`src/rtl/rvid_pkg.sv`:
```
// shared types, opcodes and instruction numbers for the rv64 instruction decoder
`timescale 1ns / 1ps

package rvid_pkg;

    // encoding formats
    typedef enum logic [2:0] {
        FMT_NONE = 3'd0,
        FMT_I    = 3'd1,
        FMT_S    = 3'd2,
        FMT_B    = 3'd3,
        FMT_U    = 3'd4,
        FMT_J    = 3'd5,
        FMT_R    = 3'd6
    } fmt_t;

    // dense instruction numbers, zero marks an invalid word
    typedef enum logic [5:0] {
        ID_INVALID = 6'd0,
        ID_LD      = 6'd1,
        ID_LH      = 6'd2,
        ID_LHU     = 6'd3,
        ID_LW      = 6'd4,
        ID_LBU     = 6'd5,
        ID_SD      = 6'd6,
        ID_SB      = 6'd7,
        ID_SH      = 6'd8,
        ID_SW      = 6'd9,
        ID_BEQ     = 6'd10,
        ID_BNE     = 6'd11,
        ID_BLT     = 6'd12,
        ID_BLTU    = 6'd13,
        ID_BGE     = 6'd14,
        ID_ADDI    = 6'd15,
        ID_SLLI    = 6'd16,
        ID_SRLI    = 6'd17,
        ID_SRAI    = 6'd18,
        ID_SLTIU   = 6'd19,
        ID_ANDI    = 6'd20,
        ID_XORI    = 6'd21,
        ID_ADDIW   = 6'd22,
        ID_SLLIW   = 6'd23,
        ID_SRLIW   = 6'd24,
        ID_SRAIW   = 6'd25,
        ID_ADD     = 6'd26,
        ID_SUB     = 6'd27,
        ID_SLT     = 6'd28,
        ID_SLTU    = 6'd29,
        ID_AND     = 6'd30,
        ID_MUL     = 6'd31,
        ID_OR      = 6'd32,
        ID_ADDW    = 6'd33,
        ID_SUBW    = 6'd34,
        ID_MULW    = 6'd35,
        ID_DIVW    = 6'd36,
        ID_REMW    = 6'd37,
        ID_SLLW    = 6'd38,
        ID_SRLW    = 6'd39,
        ID_SRAW    = 6'd40,
        ID_JALR    = 6'd41,
        ID_AUIPC   = 6'd42,
        ID_LUI     = 6'd43,
        ID_JAL     = 6'd44,
        ID_TRAP    = 6'd45
    } instr_id_t;

    // major opcodes, bits 6:0
    localparam logic [6:0] OP_LOAD   = 7'h03;
    localparam logic [6:0] OP_STORE  = 7'h23;
    localparam logic [6:0] OP_BRANCH = 7'h63;
    localparam logic [6:0] OP_IMM    = 7'h13;
    localparam logic [6:0] OP_IMM32  = 7'h1B;
    localparam logic [6:0] OP_REG    = 7'h33;
    localparam logic [6:0] OP_REG32  = 7'h3B;
    localparam logic [6:0] OP_JALR   = 7'h67;
    localparam logic [6:0] OP_AUIPC  = 7'h17;
    localparam logic [6:0] OP_LUI    = 7'h37;
    localparam logic [6:0] OP_JAL    = 7'h6F;
    localparam logic [6:0] OP_TRAP   = 7'h6B;

    // funct7 / funct6 selectors
    localparam logic [6:0] F7_BASE   = 7'h00;
    localparam logic [6:0] F7_ALT    = 7'h20;
    localparam logic [6:0] F7_MULDIV = 7'h01;
    localparam logic [5:0] F6_BASE   = 6'h00;
    localparam logic [5:0] F6_ALT    = 6'h10;

    localparam int unsigned WORD_W  = 32;
    localparam int unsigned OUT_W   = 64;
    localparam int unsigned RES_W   = 57;

    // match stage result
    typedef struct packed {
        instr_id_t id;
        fmt_t      fmt;
    } match_t;

    // full decode result, lowest field in the lowest bits
    typedef struct packed {
        logic        rd_writes;
        logic [31:0] imm;
        logic [4:0]  rd;
        logic [4:0]  rs2;
        logic [4:0]  rs1;
        fmt_t        fmt;
        instr_id_t   id;
    } result_t;

endpackage

```
`src/rtl/rvid_match.sv`:
```
// opcode and function field matching: instruction number and format
`timescale 1ns / 1ps

module rvid_match
(
    input  logic [31:0]     word,
    output rvid_pkg::match_t mres
);

    logic [6:0] op;
    logic [2:0] f3;
    logic [6:0] f7;
    logic [5:0] f6;
    rvid_pkg::instr_id_t id;
    rvid_pkg::fmt_t      fmt;

    assign op = word[6:0];
    assign f3 = word[14:12];
    assign f7 = word[31:25];
    assign f6 = word[31:26];

    // opcode table
    always_comb
    begin
        id  = rvid_pkg::ID_INVALID;
        fmt = rvid_pkg::FMT_NONE;
        case (op)
            rvid_pkg::OP_LOAD:
            begin
                fmt = rvid_pkg::FMT_I;
                case (f3)
                    3'd3:    id = rvid_pkg::ID_LD;
                    3'd1:    id = rvid_pkg::ID_LH;
                    3'd5:    id = rvid_pkg::ID_LHU;
                    3'd2:    id = rvid_pkg::ID_LW;
                    3'd4:    id = rvid_pkg::ID_LBU;
                    default: id = rvid_pkg::ID_INVALID;
                endcase
            end
            rvid_pkg::OP_STORE:
            begin
                fmt = rvid_pkg::FMT_S;
                case (f3)
                    3'd3:    id = rvid_pkg::ID_SD;
                    3'd0:    id = rvid_pkg::ID_SB;
                    3'd1:    id = rvid_pkg::ID_SH;
                    3'd2:    id = rvid_pkg::ID_SW;
                    default: id = rvid_pkg::ID_INVALID;
                endcase
            end
            rvid_pkg::OP_BRANCH:
            begin
                fmt = rvid_pkg::FMT_B;
                case (f3)
                    3'd0:    id = rvid_pkg::ID_BEQ;
                    3'd1:    id = rvid_pkg::ID_BNE;
                    3'd4:    id = rvid_pkg::ID_BLT;
                    3'd6:    id = rvid_pkg::ID_BLTU;
                    3'd5:    id = rvid_pkg::ID_BGE;
                    default: id = rvid_pkg::ID_INVALID;
                endcase
            end
            rvid_pkg::OP_IMM:
            begin
                fmt = rvid_pkg::FMT_I;
                case (f3)
                    3'd0:    id = rvid_pkg::ID_ADDI;
                    3'd1:    id = (f6 == rvid_pkg::F6_BASE) ? rvid_pkg::ID_SLLI
                                                            : rvid_pkg::ID_INVALID;
                    3'd5:
                    begin
                        if (f6 == rvid_pkg::F6_BASE)
                            id = rvid_pkg::ID_SRLI;
                        else if (f6 == rvid_pkg::F6_ALT)
                            id = rvid_pkg::ID_SRAI;
                        else
                            id = rvid_pkg::ID_INVALID;
                    end
                    3'd3:    id = rvid_pkg::ID_SLTIU;
                    3'd7:    id = rvid_pkg::ID_ANDI;
                    3'd4:    id = rvid_pkg::ID_XORI;
                    default: id = rvid_pkg::ID_INVALID;
                endcase
            end
            rvid_pkg::OP_IMM32:
            begin
                fmt = rvid_pkg::FMT_I;
                case (f3)
                    3'd0:    id = rvid_pkg::ID_ADDIW;
                    3'd1:    id = (f7 == rvid_pkg::F7_BASE) ? rvid_pkg::ID_SLLIW
                                                            : rvid_pkg::ID_INVALID;
                    3'd5:
                    begin
                        if (f7 == rvid_pkg::F7_BASE)
                            id = rvid_pkg::ID_SRLIW;
                        else if (f7 == rvid_pkg::F7_ALT)
                            id = rvid_pkg::ID_SRAIW;
                        else
                            id = rvid_pkg::ID_INVALID;
                    end
                    default: id = rvid_pkg::ID_INVALID;
                endcase
            end
            rvid_pkg::OP_REG:
            begin
                fmt = rvid_pkg::FMT_R;
                if (f7 == rvid_pkg::F7_BASE)
                begin
                    case (f3)
                        3'd0:    id = rvid_pkg::ID_ADD;
                        3'd2:    id = rvid_pkg::ID_SLT;
                        3'd3:    id = rvid_pkg::ID_SLTU;
                        3'd7:    id = rvid_pkg::ID_AND;
                        3'd6:    id = rvid_pkg::ID_OR;
                        default: id = rvid_pkg::ID_INVALID;
                    endcase
                end
                else if (f7 == rvid_pkg::F7_ALT && f3 == 3'd0)
                    id = rvid_pkg::ID_SUB;
                else if (f7 == rvid_pkg::F7_MULDIV && f3 == 3'd0)
                    id = rvid_pkg::ID_MUL;
                else
                    id = rvid_pkg::ID_INVALID;
            end
            rvid_pkg::OP_REG32:
            begin
                fmt = rvid_pkg::FMT_R;
                if (f7 == rvid_pkg::F7_BASE)
                begin
                    case (f3)
                        3'd0:    id = rvid_pkg::ID_ADDW;
                        3'd1:    id = rvid_pkg::ID_SLLW;
                        3'd5:    id = rvid_pkg::ID_SRLW;
                        default: id = rvid_pkg::ID_INVALID;
                    endcase
                end
                else if (f7 == rvid_pkg::F7_ALT)
                begin
                    case (f3)
                        3'd0:    id = rvid_pkg::ID_SUBW;
                        3'd5:    id = rvid_pkg::ID_SRAW;
                        default: id = rvid_pkg::ID_INVALID;
                    endcase
                end
                else if (f7 == rvid_pkg::F7_MULDIV)
                begin
                    case (f3)
                        3'd0:    id = rvid_pkg::ID_MULW;
                        3'd4:    id = rvid_pkg::ID_DIVW;
                        3'd6:    id = rvid_pkg::ID_REMW;
                        default: id = rvid_pkg::ID_INVALID;
                    endcase
                end
                else
                    id = rvid_pkg::ID_INVALID;
            end
            rvid_pkg::OP_JALR:
            begin
                fmt = rvid_pkg::FMT_I;
                id  = (f3 == 3'd0) ? rvid_pkg::ID_JALR : rvid_pkg::ID_INVALID;
            end
            rvid_pkg::OP_AUIPC:
            begin
                fmt = rvid_pkg::FMT_U;
                id  = rvid_pkg::ID_AUIPC;
            end
            rvid_pkg::OP_LUI:
            begin
                fmt = rvid_pkg::FMT_U;
                id  = rvid_pkg::ID_LUI;
            end
            rvid_pkg::OP_JAL:
            begin
                fmt = rvid_pkg::FMT_J;
                id  = rvid_pkg::ID_JAL;
            end
            rvid_pkg::OP_TRAP:
            begin
                fmt = rvid_pkg::FMT_NONE;
                id  = rvid_pkg::ID_TRAP;
            end
            default:
            begin
                fmt = rvid_pkg::FMT_NONE;
                id  = rvid_pkg::ID_INVALID;
            end
        endcase
    end

    // invalid words and the trap carry no format
    always_comb
    begin
        mres.id  = id;
        mres.fmt = (id == rvid_pkg::ID_INVALID || id == rvid_pkg::ID_TRAP)
                   ? rvid_pkg::FMT_NONE : fmt;
    end

endmodule

```
`src/rtl/rvid_fields.sv`:
```
// register index selection, immediate assembly and write enable
`timescale 1ns / 1ps

module rvid_fields
(
    input  logic [31:0]       word,
    input  rvid_pkg::match_t  mres,
    output rvid_pkg::result_t res
);

    logic       use_rs1;
    logic       use_rs2;
    logic       use_rd;
    logic       sgn;
    logic [31:0] imm;

    assign sgn = word[31];

    // which register fields the format uses
    always_comb
    begin
        use_rs1 = 1'b0;
        use_rs2 = 1'b0;
        use_rd  = 1'b0;
        case (mres.fmt)
            rvid_pkg::FMT_I:
            begin
                use_rs1 = 1'b1;
                use_rd  = 1'b1;
            end
            rvid_pkg::FMT_S, rvid_pkg::FMT_B:
            begin
                use_rs1 = 1'b1;
                use_rs2 = 1'b1;
            end
            rvid_pkg::FMT_U, rvid_pkg::FMT_J:
            begin
                use_rd = 1'b1;
            end
            rvid_pkg::FMT_R:
            begin
                use_rs1 = 1'b1;
                use_rs2 = 1'b1;
                use_rd  = 1'b1;
            end
            default:
            begin
                use_rs1 = 1'b0;
                use_rs2 = 1'b0;
                use_rd  = 1'b0;
            end
        endcase
    end

    // immediate per format
    always_comb
    begin
        case (mres.fmt)
            rvid_pkg::FMT_I: imm = {{20{sgn}}, word[31:20]};
            rvid_pkg::FMT_S: imm = {{20{sgn}}, word[31:25], word[11:7]};
            rvid_pkg::FMT_B: imm = {{20{sgn}}, word[7], word[30:25], word[11:8], 1'b0};
            rvid_pkg::FMT_U: imm = {word[31:12], 12'd0};
            rvid_pkg::FMT_J: imm = {{12{sgn}}, word[19:12], word[20], word[30:21], 1'b0};
            default:         imm = 32'd0;
        endcase
    end

    // assemble the result, no write to x0
    always_comb
    begin
        res.id        = mres.id;
        res.fmt       = mres.fmt;
        res.rs1       = use_rs1 ? word[19:15] : 5'd0;
        res.rs2       = use_rs2 ? word[24:20] : 5'd0;
        res.rd        = use_rd  ? word[11:7]  : 5'd0;
        res.imm       = imm;
        res.rd_writes = use_rd && (word[11:7] != 5'd0);
    end

endmodule

```
`src/rtl/rv64_instruction_decoder_unit.sv`:
```
// top level: three stage rv64 instruction decode pipeline with stream ports
// each word passes through the stage one, stage two and output registers before its result
// shows on m_tvalid, and a stall on m_tready holds it where it is
// throughput: one instruction word per cycle while m_tready stays high, each stage
// advances when empty or when the stage after it moves on
// reset: rst_n clears all stage valid bits asynchronously, payload is not reset
`timescale 1ns / 1ps

module rv64_instruction_decoder_unit
(
    input  logic        clk,
    input  logic        rst_n,
    input  logic        s_tvalid,
    output logic        s_tready,
    input  logic [31:0] s_tdata,   // [31:0] instr_word
    output logic        m_tvalid,
    input  logic        m_tready,
    output logic [63:0] m_tdata    // [5:0] instr_id, [8:6] format, [13:9] rs1,
                                   // [18:14] rs2, [23:19] rd, [55:24] imm,
                                   // [56] rd_writes, [63:57] zero
);

    logic               s1_valid_reg;
    logic [31:0]        s1_word_reg;
    logic               s2_valid_reg;
    logic [31:0]        s2_word_reg;
    rvid_pkg::match_t   s2_match_reg;
    logic               s3_valid_reg;
    rvid_pkg::result_t  s3_res_reg;

    rvid_pkg::match_t   s1_match;
    rvid_pkg::result_t  s2_res;
    logic               s1_ready;
    logic               s2_ready;
    logic               s3_ready;

    // per-stage advance, a stage takes new data when empty or draining
    assign s3_ready = !s3_valid_reg || m_tready;
    assign s2_ready = !s2_valid_reg || s3_ready;
    assign s1_ready = !s1_valid_reg || s2_ready;
    assign s_tready = s1_ready;

    // valid bits
    always_ff @(posedge clk or negedge rst_n)
    begin
        if (!rst_n)
        begin
            s1_valid_reg <= 1'b0;
            s2_valid_reg <= 1'b0;
            s3_valid_reg <= 1'b0;
        end
        else
        begin
            if (s1_ready)
                s1_valid_reg <= s_tvalid;
            if (s2_ready)
                s2_valid_reg <= s1_valid_reg;
            if (s3_ready)
                s3_valid_reg <= s2_valid_reg;
        end
    end

    // stage one: capture the instruction word
    always_ff @(posedge clk)
    begin
        if (s1_ready)
            s1_word_reg <= s_tdata;
    end

    rvid_match u_match
    (
        .word (s1_word_reg),
        .mres (s1_match)
    );

    // stage two: instruction number and format
    always_ff @(posedge clk)
    begin
        if (s2_ready)
        begin
            s2_word_reg  <= s1_word_reg;
            s2_match_reg <= s1_match;
        end
    end

    rvid_fields u_fields
    (
        .word (s2_word_reg),
        .mres (s2_match_reg),
        .res  (s2_res)
    );

    // stage three: output register
    always_ff @(posedge clk)
    begin
        if (s3_ready)
            s3_res_reg <= s2_res;
    end

    assign m_tvalid = s3_valid_reg;
    assign m_tdata  = {{(rvid_pkg::OUT_W - rvid_pkg::RES_W){1'b0}}, s3_res_reg};

endmodule

```
`config.mk`:
```
export PLATFORM = sky130hd
export DESIGN_NAME = rv64_instruction_decoder_unit
export DESIGN_NICKNAME = d
export VERILOG_FILES = /design/src/rtl/rvid_pkg.sv /design/src/rtl/rvid_match.sv /design/src/rtl/rvid_fields.sv /design/src/rtl/rv64_instruction_decoder_unit.sv
export SDC_FILE = /design/constraint.sdc
export NUM_CORES = 1
export LEC_CHECK = 0
export BUFFER_PORTS_ARGS = -buffer_cell sky130_fd_sc_hd__buf_2
export CELL_PAD_IN_SITES_DETAIL_PLACEMENT = 0
export CELL_PAD_IN_SITES_GLOBAL_PLACEMENT = 1
export CORE_AREA = 2 2 136 105
export CTS_CLUSTER_DIAMETER = 40
export CTS_CLUSTER_SIZE = 28
export DETAILED_ROUTE_END_ITERATION = 10
export DIE_AREA = 0 0 138 107
export PLACE_DENSITY_LB_ADDON = 0.25
export SKIP_CTS_REPAIR_TIMING = 1
export SLEW_MARGIN = 15
export SYNTH_ARGS = -nofsm -noshare
export SYNTH_HDL_FRONTEND = slang
export SYNTH_HIERARCHICAL = 1
export SYNTH_SLANG_ARGS = --single-unit
export TNS_END_PERCENT = 30
```
`constraint.sdc`:
```
create_clock -name clk -period 2.5 [get_ports clk]
set_clock_uncertainty 0.2 [all_clocks]
set_input_delay 0.375 -clock clk [delete_from_list [all_inputs] [get_ports clk]]
set_output_delay 0.375 -clock clk [all_outputs]
set_load 0.05 [all_outputs]
```
== Word-level counts from Yosys, hierarchy flattened ==
Index checks and enable logic that the tools add are counted.
Storage, ports and cells
  output and inout port bits: 66
  input bits: 36
  logic and storage cells: 92
  flip-flop bits (word level): 133
Operators by class
  reductions and logical operators: 21
  equal/unequal tests: 29
  mux-type cells: 28
Operator list (count)
  one-hot mux 32 bit (5 select lines): 1
  one-hot mux 6 bit (12 select lines): 1
  one-hot mux 6 bit (3 select lines): 3
  two-way mux 6 bit: 8
  one-hot mux 6 bit (6 select lines): 1
  == test 7 x 6 -> 1 bit (second input constant): 5
  one-hot mux 6 bit (5 select lines): 1
  == test 7 bit (second input constant): 4
  two-way mux 5 bit: 5
  == test 3 bit (second input constant): 7
  == test 7 x 5 -> 1 bit (second input constant): 3
  one-hot mux 4 bit (5 select lines): 1
  one-hot mux 3 bit (6 select lines): 1
  one-hot mux 4 bit (4 select lines): 1
  one-hot mux 3 bit (5 select lines): 1
  == test 3 x 2 -> 1 bit (second input constant): 4
  logical NOT 6 bit: 2
  one-hot mux 6 bit (2 select lines): 1
  OR reduction 4 bit: 3
  == test 7 x 1 -> 1 bit (second input constant): 1
  == test 7 x 2 -> 1 bit (second input constant): 1
  logical NOT 7 bit: 1
  == test 3 x 1 -> 1 bit (second input constant): 2
  == test 6 x 5 -> 1 bit (second input constant): 1
  9 further kinds: 19

== Longest topological paths before layout ==
Gate-level depths: netlist (run 1).
  depth after elaboration: 8
  mapped depth: 9
  gate-level depth less buffers: 7

== Modules after synthesis ==
The synthesis (run 1) kept the hierarchy.
Modules (own cells, without submodules)
  rv64_instruction_decoder_unit: cells an instance 148, sequential area each 3978.8 µm², times used 1, area each 4086.4 µm²
  rvid_match: cells an instance 164, sequential area each 0.0 µm², times used 1, area each 1069.8 µm²
  rvid_fields: cells an instance 104, sequential area each 0.0 µm², times used 1, area each 734.5 µm²

== Worst setup path before layout (run 1) ==
OpenSTA, ideal clock, no wires.
  path kind: register to register
  start point: register s3_valid_reg, in the netlist m_tvalid
  end point: register s1_word_reg[0] (enable)
  clock period less this slack: 2.873 ns
  path slack: -0.373 ns
  data arrival time: 1.969 ns
  stages on the path, launching flop included: 3
  cells stage by stage: dfrtp_1 nor2b_4 nand3_1
Between the ends
  longest elaborated chain between the ends: 4
RTL lines
  from (decl): line rv64_instruction_decoder_unit.sv:28  | logic s3_valid_reg;
  from (signal assigned): line rv64_instruction_decoder_unit.sv:59  | s3_valid_reg <= s2_valid_reg;
  logical NOT 1 bit: line rv64_instruction_decoder_unit.sv:38  | assign s3_ready = !s3_valid_reg || m_tready;
  logical OR 1 bit: line rv64_instruction_decoder_unit.sv:38
  logical OR 1 bit: line rv64_instruction_decoder_unit.sv:39  | assign s2_ready = !s2_valid_reg || s3_ready;
  logical OR 1 bit: line rv64_instruction_decoder_unit.sv:40  | assign s1_ready = !s1_valid_reg || s2_ready;
  net s_tready: line rv64_instruction_decoder_unit.sv:14  | output logic s_tready,
  to (signal assigned): line rv64_instruction_decoder_unit.sv:67  | s1_word_reg <= s_tdata;
  to (decl): line rv64_instruction_decoder_unit.sv:24  | logic [31:0] s1_word_reg;
The timed path passes the listed nets, and every way through them passes these cells.
A chain may end at the register's enable or synchronous reset.

== Worst setup path after layout (run 1) ==
  start point: register s1_word_reg[13]
  end point: register s2_match_reg[2] in the netlist's numbering (data pin)
Between the ends
  longest elaborated chain between the ends: 8
RTL lines
  == test 3 bit (tied with other cells): line rvid_match.sv:54, rvid_match.sv:109, rvid_match.sv:147
  one-hot mux 6 bit (3 select lines) or logical AND 1 bit (tied branches): line rvid_match.sv:147, rvid_match.sv:120
  two-way mux 6 bit or two-way mux 5 bit (tied branches): line rvid_match.sv:145, rvid_match.sv:120
  two-way mux 6 bit (on tied branches): line rvid_match.sv:137, rvid_match.sv:118
  two-way mux 6 bit (on tied branches): line rvid_match.sv:128, rvid_match.sv:107
  one-hot mux 6 bit (12 select lines) *: line rvid_match.sv:27  | case (op)
  == test 6 bit or logical NOT 6 bit (tied branches): line rvid_match.sv:194  | mres.fmt = (id == rvid_pkg::ID_INVALID || id == rvid_pkg::ID_TRAP)
  logical OR 1 bit *: line rvid_match.sv:194
  to (signal assigned): line rv64_instruction_decoder_unit.sv:82  | s2_match_reg <= s1_match;
  to (decl): line rv64_instruction_decoder_unit.sv:27  | rvid_pkg::match_t s2_match_reg;
Every way passes the cells marked *; elsewhere a longest branch is shown, timed or not.

==> results of run 1 <==
[worst max-delay path, delay by kind of cell, from the launching register on]
kind / cells / cell delay [ns]
AO/OA/AOI/OAI: 1 / 0.13
adder cells (fa/ha/maj): 1 / 0.37
buffers and inverters: 1 / 0.16
flip-flops: 1 / 0.44
AND/OR/NAND/NOR: 5 / 1.10
[placed cells by master, fill, tap and decap left out, types with 7 or more instances in the layout]
cell and n:
edfxtp_1 123, buf_2 94, buf_4 62, dlygate4sd3_1 34, nand2_1 21, o21ai_0 18, a21oi_1 18, clkbuf_16 17
nor2_1 15, nor2b_1 14, and2_1 14, a21o_1 9, nand3_1 8, conb_1 7
[per-layer routing]
metal | GRT usage, % | vias to the layer above
met3 | 5.538 | 16
met4 | 7.143 | 0
met1 | 26.06 | 1908
met2 | 26.13 | 126
met5 | 0 | -
li1 | - | 1906
[stage by stage]
| stage | TNS [ns] | setup WS (ns) | power [mW] | util [%] | cell area [sq um] |
|---|---|---|---|---|---|
| floorplan | -0.6921 | -0.01214 | 3.539 | - | 5708 |
| global placement | -0.2811 | -0.09696 | 3.845 | 49.04 | 6584 |
| detailed placement | -0.1807 | -0.06428 | 3.852 | 49.04 | 6584 |
| CTS | -0.2632 | -0.09159 | 6.190 | 53.19 | 7141 |
| global route | -0.4872 | -0.1543 | 6.445 | 56.90 | 7639 |
| finish | -0.1364 | -0.06776 | 6.199 | 56.90 | 7639 |
[layout make-up]
cell class              instances  share of cell area, %
clock inverters                12                  1.572
flip-flops and latches        126                  49.34
clock buffers                  20                  5.717
multi-input cells             241                  22.62
well taps                     175                  2.867
repair buffers                194                  17.44
inverters                       9                 0.4423
[worst min path at each step]
| stage | startpoint | to | slack [ns] | depth (start not counted) |
|---|---|---|---|---|
| 5_1_grt | rst_n | s1_valid_reg | 0.09 | 2 |
| 6_report | rst_n | s2_valid_reg | 0.09 | 2 |
| 3_3_place_gp | rst_n | m_tvalid | -0.03 | 1 |
| 4_1_cts | rst_n | s2_valid_reg | -0.47 | 1 |
| 2_1_floorplan | rst_n | m_tvalid | -0.12 | 0 |
| 3_5_place_dp | rst_n | m_tvalid | -0.02 | 1 |
[power breakdown]
group          total [mW]  switching [mW]  internal [mW]
clock network        2.32           0.870           1.45
registers            2.70          0.0997           2.60
logic                1.18           0.819          0.360
total                6.20            1.79           4.41
==> summary.md, run 1 <==
| Metric | Value |
|---|---|
| WL per Instance | 17.32 um |
| Syn Inst Count | 409 |
| DR WL met3 | 660 um |
| GRT Overall Usage | 18.25% |
| Cells on worst reg2reg path | 8 |
| Syn. warnings | 6 |
| Number of flip-flops in the largest register | 57 |
| Die Wd | 138 um |
| Status | finished with violations |
| Final nets | 626 |
| RSZ-0062 raised after global routing | yes |
| Crit. End Element | flip-flop |
| M1 wire length | 6516 um |
| Initial Util | 42.31% |
| Ratio of cells with drive above 1 in the final layout | 36.54% |
| Mapped Avg Cell Area | 13.89 sq um |
| Multi-input gate area | 1728 sq um |
| H-tree Lvls | 4 |
| Drc violations | 0 |
| Vias per cell | 5.091 |
| R2R Setup Slk | -0.07 ns |
| Relative slew slack | 55.85% |
| Max Cap Viol | 0 |
| Crit Path Class | reg -> reg |
| Met2 WL | 6091 um |
| N_diodes | 0 |
| PwrDens | 811.6 nW/um^2 |
| # fillers | 1122 |
| CP max stage delay | 0.44 ns |
| DRT iter0 DRCs | 276 |
| Pleak | 3.097 nW |
| CTS tree | done |
| Clk Latency, worst-skew pair | 0.43 ns |
| Reg2reg end | s2_match_reg[2] |
| Final period utilization | 102.7% |
| Vias | 3956 |
| Post-synthesis cell area | 5680 sq um |
| HP Class | in -> async |
| Fin worst setup slack | -0.06776 ns |
| Highest routed layer | met4 |
| Critical R2R Launch | s1_word_reg[13] |
| Cell chain of the critical path | buf_6, or3_4, maj3_2, nor4_4, a211oi_2, nand4_1, nor4_4, nor3_2 |
| Vias in the first global route | 3647 |
| Dpl cells | 702 |
| Non-Filler Instances | 777 |
| Num Clock Sinks | 126 |
| Core area | 13430 sq um |
| DP HPWL | 9127 um |
| Most used cell, CP | nor4_4 |
| DIE AREA | 14770 sq um |
| Cell Rows | 37 |
| I/O Pins | 102 |
| CP max FO | 4 |
| # setup viols final | 4 |
| Area grow syn2layout | 34.47% |
| First-pass GRT wire length | 20040 um |
| Maximum VDD drop | 0.4859 mV |
| First-pass detailed-route iteration total | 4 |
| Gpl congestion | 0.9355 |
| Root Driver | clkbuf_16 |
| Slew @ Worst Pin | 0.6594 ns |
| Final slew viol count | 0 |
| Hold_ws | 0.09072 ns |
| Slowest cell on the critical path | edfxtp_1 |
| CP Capture Point | s2_match_reg[2] |
| Total gr overflow | 0 |
| Final Routed Wirelength | 13460 um |
| Clock transition at path regs | 0.05 ns |
| Chip height | 107 um |
| Worst EP arrival | 2.63 ns |
| CTS Buffer Depth | 2 |
| Input/output buffers | 94 |
| CP Launch Point | s1_word_reg[13] |
| Reg area | 3769 sq um |
| Pin count of the biggest net entering global routing | 59 |
| Max frequency | 389.4 MHz |
| Hold Vio Cnt, Final | 0 |
| Required time of the critical path | 2.56 ns |
| Initial antenna violation count | 0 |
| Final worst path period need | 2.568 ns |
| Critical path startpoint category | flip-flop |
| Post-DRT Antenna Nets | 0 |
| Failing checks | setup timing |
| CTS buffer count | 17 |
No activity file was read; power rests on OpenSTA's default activity.
==> run 2: changes to the inputs <==
--- a/config.mk
+++ b/config.mk
@@ -8,16 +8,15 @@
 export BUFFER_PORTS_ARGS = -buffer_cell sky130_fd_sc_hd__buf_2
 export CELL_PAD_IN_SITES_DETAIL_PLACEMENT = 0
 export CELL_PAD_IN_SITES_GLOBAL_PLACEMENT = 1
-export CORE_AREA = 2 2 136 105
+export CORE_AREA = 2 2 128 99
 export CTS_CLUSTER_DIAMETER = 40
 export CTS_CLUSTER_SIZE = 28
 export DETAILED_ROUTE_END_ITERATION = 10
-export DIE_AREA = 0 0 138 107
+export DIE_AREA = 0 0 130 101
 export PLACE_DENSITY_LB_ADDON = 0.25
 export SKIP_CTS_REPAIR_TIMING = 1
 export SLEW_MARGIN = 15
 export SYNTH_ARGS = -nofsm -noshare
 export SYNTH_HDL_FRONTEND = slang
-export SYNTH_HIERARCHICAL = 1
 export SYNTH_SLANG_ARGS = --single-unit
 export TNS_END_PERCENT = 30
==> constraint.sdc (replaced) <==
create_clock -name clk -period 2.5 [get_ports clk]
set_clock_uncertainty 0.2 [all_clocks]
set_input_delay 0.125 -clock clk [delete_from_list [all_inputs] [get_ports clk]]
set_output_delay 0.125 -clock clk [all_outputs]
set_load 0.05 [all_outputs]
==> run 2 against run 1 <==
  * Count of clock-buffer cells in the layout fell by 3
  * Flip-flop and latch count unchanged
  * Clock power is 8% higher
  * Final area decreased by 1.9%
  * Largest power group unchanged
  * Critical endpoint is now s2_match_reg[1]
  * Final cell count down 2.8%
  * Largest cell class unchanged
  * The run still ends with setup timing left
  * Highest routed layer unchanged
  * First-iteration DRC count fell by 6.9%
==> summary.md, run 2 <==
| Metric | Value |
|---|---|
| CP max stage delay | 0.57 ns (+0.13 ns) |
| RSZ-0062 raised after global routing | yes |
| Critical R2R Launch | s1_word_reg[28] |
| Drc violations | 0 (unchanged) |
| Total gr overflow | 0 (unchanged) |
| Most common cell in the netlist | edfxtp_1 |
| Reg area | 3770 sq um (about the same) |
| Relative slew slack | 24.64% (-31 points) |
| WL per Instance | 17.06 um (-1.5%) |
| Synth area leaders | edfxtp_1, a21o_1, and2_1 |
| Post-synthesis cell area | 5260 sq um (-7.4%) |
| Clk Latency, worst-skew pair | 0.41 ns (-0.02 ns) |
| Multi-input gate area | 1429 sq um (-17%) |
| Cells on worst reg2reg path | 9 (+1) |
| GRT Overall Usage | 19.83% (+1.6 points) |
| Final nets | 612 (-2.2%) |
| Syn Inst Count | 365 (-11%) |
| CTS tree | done |
| Worst slack at placement | -0.7548 ns (-0.6905 ns) |
| Non-Filler Instances | 755 (-2.8%) |
| Final TNS setup | -2.460 ns (-2.323 ns) |
| Pleak | 3.200 nW (+3.3%) |
| Vias in the first global route | 3499 (-4.1%) |
| Commonest non-fill, non-tap cell in the layout | edfxtp_1 |
| First-pass GRT wire length | 19110 um (-4.6%) |
| Vias per cell | 5.086 (-0.10%) |
| HP Class | in -> reg |
| Input/output buffers | 94 (unchanged) |
| DP HPWL | 8662 um (-5.1%) |
| # setup viols final | 6 (+2) |
| I/O Pins | 102 (unchanged) |
| Initial antenna violation count | 0 (unchanged) |
| CP Launch Point | s1_word_reg[28] |
| Hold Vio Cnt, Final | 0 (unchanged) |
| Cell variety after synth | 56 |
| Register bit total from synthesis | 126 |
| Critical path startpoint category | flip-flop |
| Post-DRT Antenna Nets | 0 (unchanged) |
| Gpl congestion | 0.9290 (-0.69%) |
| Final Routed Wirelength | 12880 um (-4.3%) |
| Kind of cell adding the most delay to the critical path | simple AND/OR/NAND/NOR gates |
| Reg2reg end | s2_match_reg[1] |
| H-tree Lvls | 4 (unchanged) |
| Most frequent cells in the layout | edfxtp_1, buf_2, buf_4 |
| Mapped Avg Cell Area | 14.41 sq um (+3.8%) |
| Num Clock Sinks | 126 (unchanged) |
| Ratio of cells with drive above 1 in the final layout | 37.69% (+1.1 points) |
| Root Driver | clkbuf_16 |
| Clock transition at path regs | 0.06 ns (about the same) |
| N_diodes | 0 (unchanged) |
| Cell Rows | 35 (-5.4%) |
| Synth async-reset ratio | 2.381% |
| Number of flops mapped to enable cells by yosys | 123 |
| Post-synth top cells | edfxtp_1, and2_1, a21o_1, nand2b_1, clkbuf_1 |
| Max Cap Viol | 0 (unchanged) |
| Crit Path Class | reg -> reg |
| Number of flip-flops in the largest register | 57 (unchanged) |
| Worst EP arrival | 3.15 ns (+0.52 ns) |
| Core Util, Final | 62.68% (+5.8 points) |
| First-pass detailed-route iteration total | 4 (unchanged) |
| Failing checks | setup timing |
| Status | finished with violations |
| Pin count of the biggest net entering global routing | 59 (unchanged) |
| Cell chain of the critical path | or4_4, or2_1, or3_4, a2111o_1, nand4_2, buf_6, nand4_1, a211o_1, and4_1 |
| R2R Setup Slk | -0.69 ns (-0.62 ns) |
| Fin worst setup slack | -0.6901 ns (-0.6224 ns) |
| Chip height | 101 um (-5.6%) |
| Slew @ Worst Pin | 1.128 ns (+0.4685 ns) |
| Max frequency | 313.5 MHz (-20%) |
| CP max FO | 3 (-1) |
| Syn. warnings | 0 (-6) |
| CTS Buffer Depth | 2 (unchanged) |
| Slowest cell on the critical path | or4_4 |
| DRT iter0 DRCs | 257 (-6.9%) |
| Sequential-to-total area share from yosys stat | 71.65% |
| Die Wd | 130 um (-5.8%) |
| Total power | 6.475 mW (+4.4%) |
| # fillers | 922 (-18%) |
| Largest area contributor in the netlist | edfxtp_1 |
| PwrDens | 864.1 nW/um^2 (+6.5%) |
| Final period utilization | 127.6% (+25 points) |
| Buffers and inverters on the worst path | 1 (unchanged) |
| Ys flop type | edfxtp_1 |
| Initial Util | 44.00% (+1.7 points) |
| CP Capture Point | s2_match_reg[1] |
| Final worst path period need | 3.190 ns (+0.6224 ns) |
| DIE AREA | 13130 sq um (-11%) |
| CP Depth | 9 (+1) |
| Crit. End Element | flip-flop |
| Vias | 3840 (-2.9%) |
| Core area | 11960 sq um (-11%) |
| CTS buffer count | 17 (unchanged) |
| Post-synth top area share | 70.22% |
| Maximum VDD drop | 0.6019 mV (+24%) |
| Dpl cells | 684 (-2.6%) |
| Required time of the critical path | 2.46 ns (-0.10 ns) |
| Area grow syn2layout | 42.46% |
| Final slew viol count | 0 (unchanged) |
## run 2: cells by family (layout without fill, tap and decap cells)
group,Yosys count,after routing,synth area share [%]
multiplexers,1,1,0.1903
flip-flops,126,126,71.65
AO/OA/AOI/OAI,77,77,10.37
XOR/XNOR,3,3,0.4996
other,1,7,0.07129
buffers and inverters,31,249,2.807
AND/OR/NAND/NOR,126,126,14.42
## run 2: area by class of cell
type / count / area share, %
sequential: 126 / 50.31
inverter: 6 / 0.3006
multi-input combinational: 214 / 19.07
clock inverter: 15 / 2.488
timing repair buffer: 211 / 19.39
tap: 166 / 2.772
clock buffer: 17 / 5.677
## run 2: worst min-delay path by stage
stage	from	end	slack [ns]	cells after the start
3_3_place_gp	rst_n	s2_valid_reg	-0.28	1
5_1_grt	m_tready	m_tvalid	0.18	4
3_5_place_dp	rst_n	s2_valid_reg	-0.27	1
2_1_floorplan	rst_n	m_tvalid	-0.37	0
4_1_cts	rst_n	s2_valid_reg	-0.72	1
6_report	m_tready	m_tvalid	0.15	4
## run 2: per-layer routing
metal	track usage, %	vias up	wire [um]
met3	5.096	11	683
met5	0	-	0
met1	29.47	1882	6169
met4	5.294	0	95
met2	29.08	120	5931
li1	-	1827	-
## run 2: where the power goes
| group | internal, mW | leakage [nW] | switching, mW |
|---|---|---|---|
| sequential | 2.63 | 1.31 | 0.115 |
| clock | 1.58 | 0.292 | 0.927 |
| combinational | 0.379 | 1.60 | 0.845 |
## run 2: per-stage QoR
stage / hold slack [ns] / cell area, sq um
after global placement: -0.2783 / 6441
after floorplan: -0.3706 / 5288
after CTS: -0.7160 / 7053
after global routing: 0.1803 / 7493
after detailed placement: -0.2742 / 6441
final: 0.1459 / 7493
## run 2: worst min-delay path, stage by stage
cell and delay [ns]:
buf_2 0.09, nand2b_2 0.13, buf_12 0.28, nand2b_1 0.09
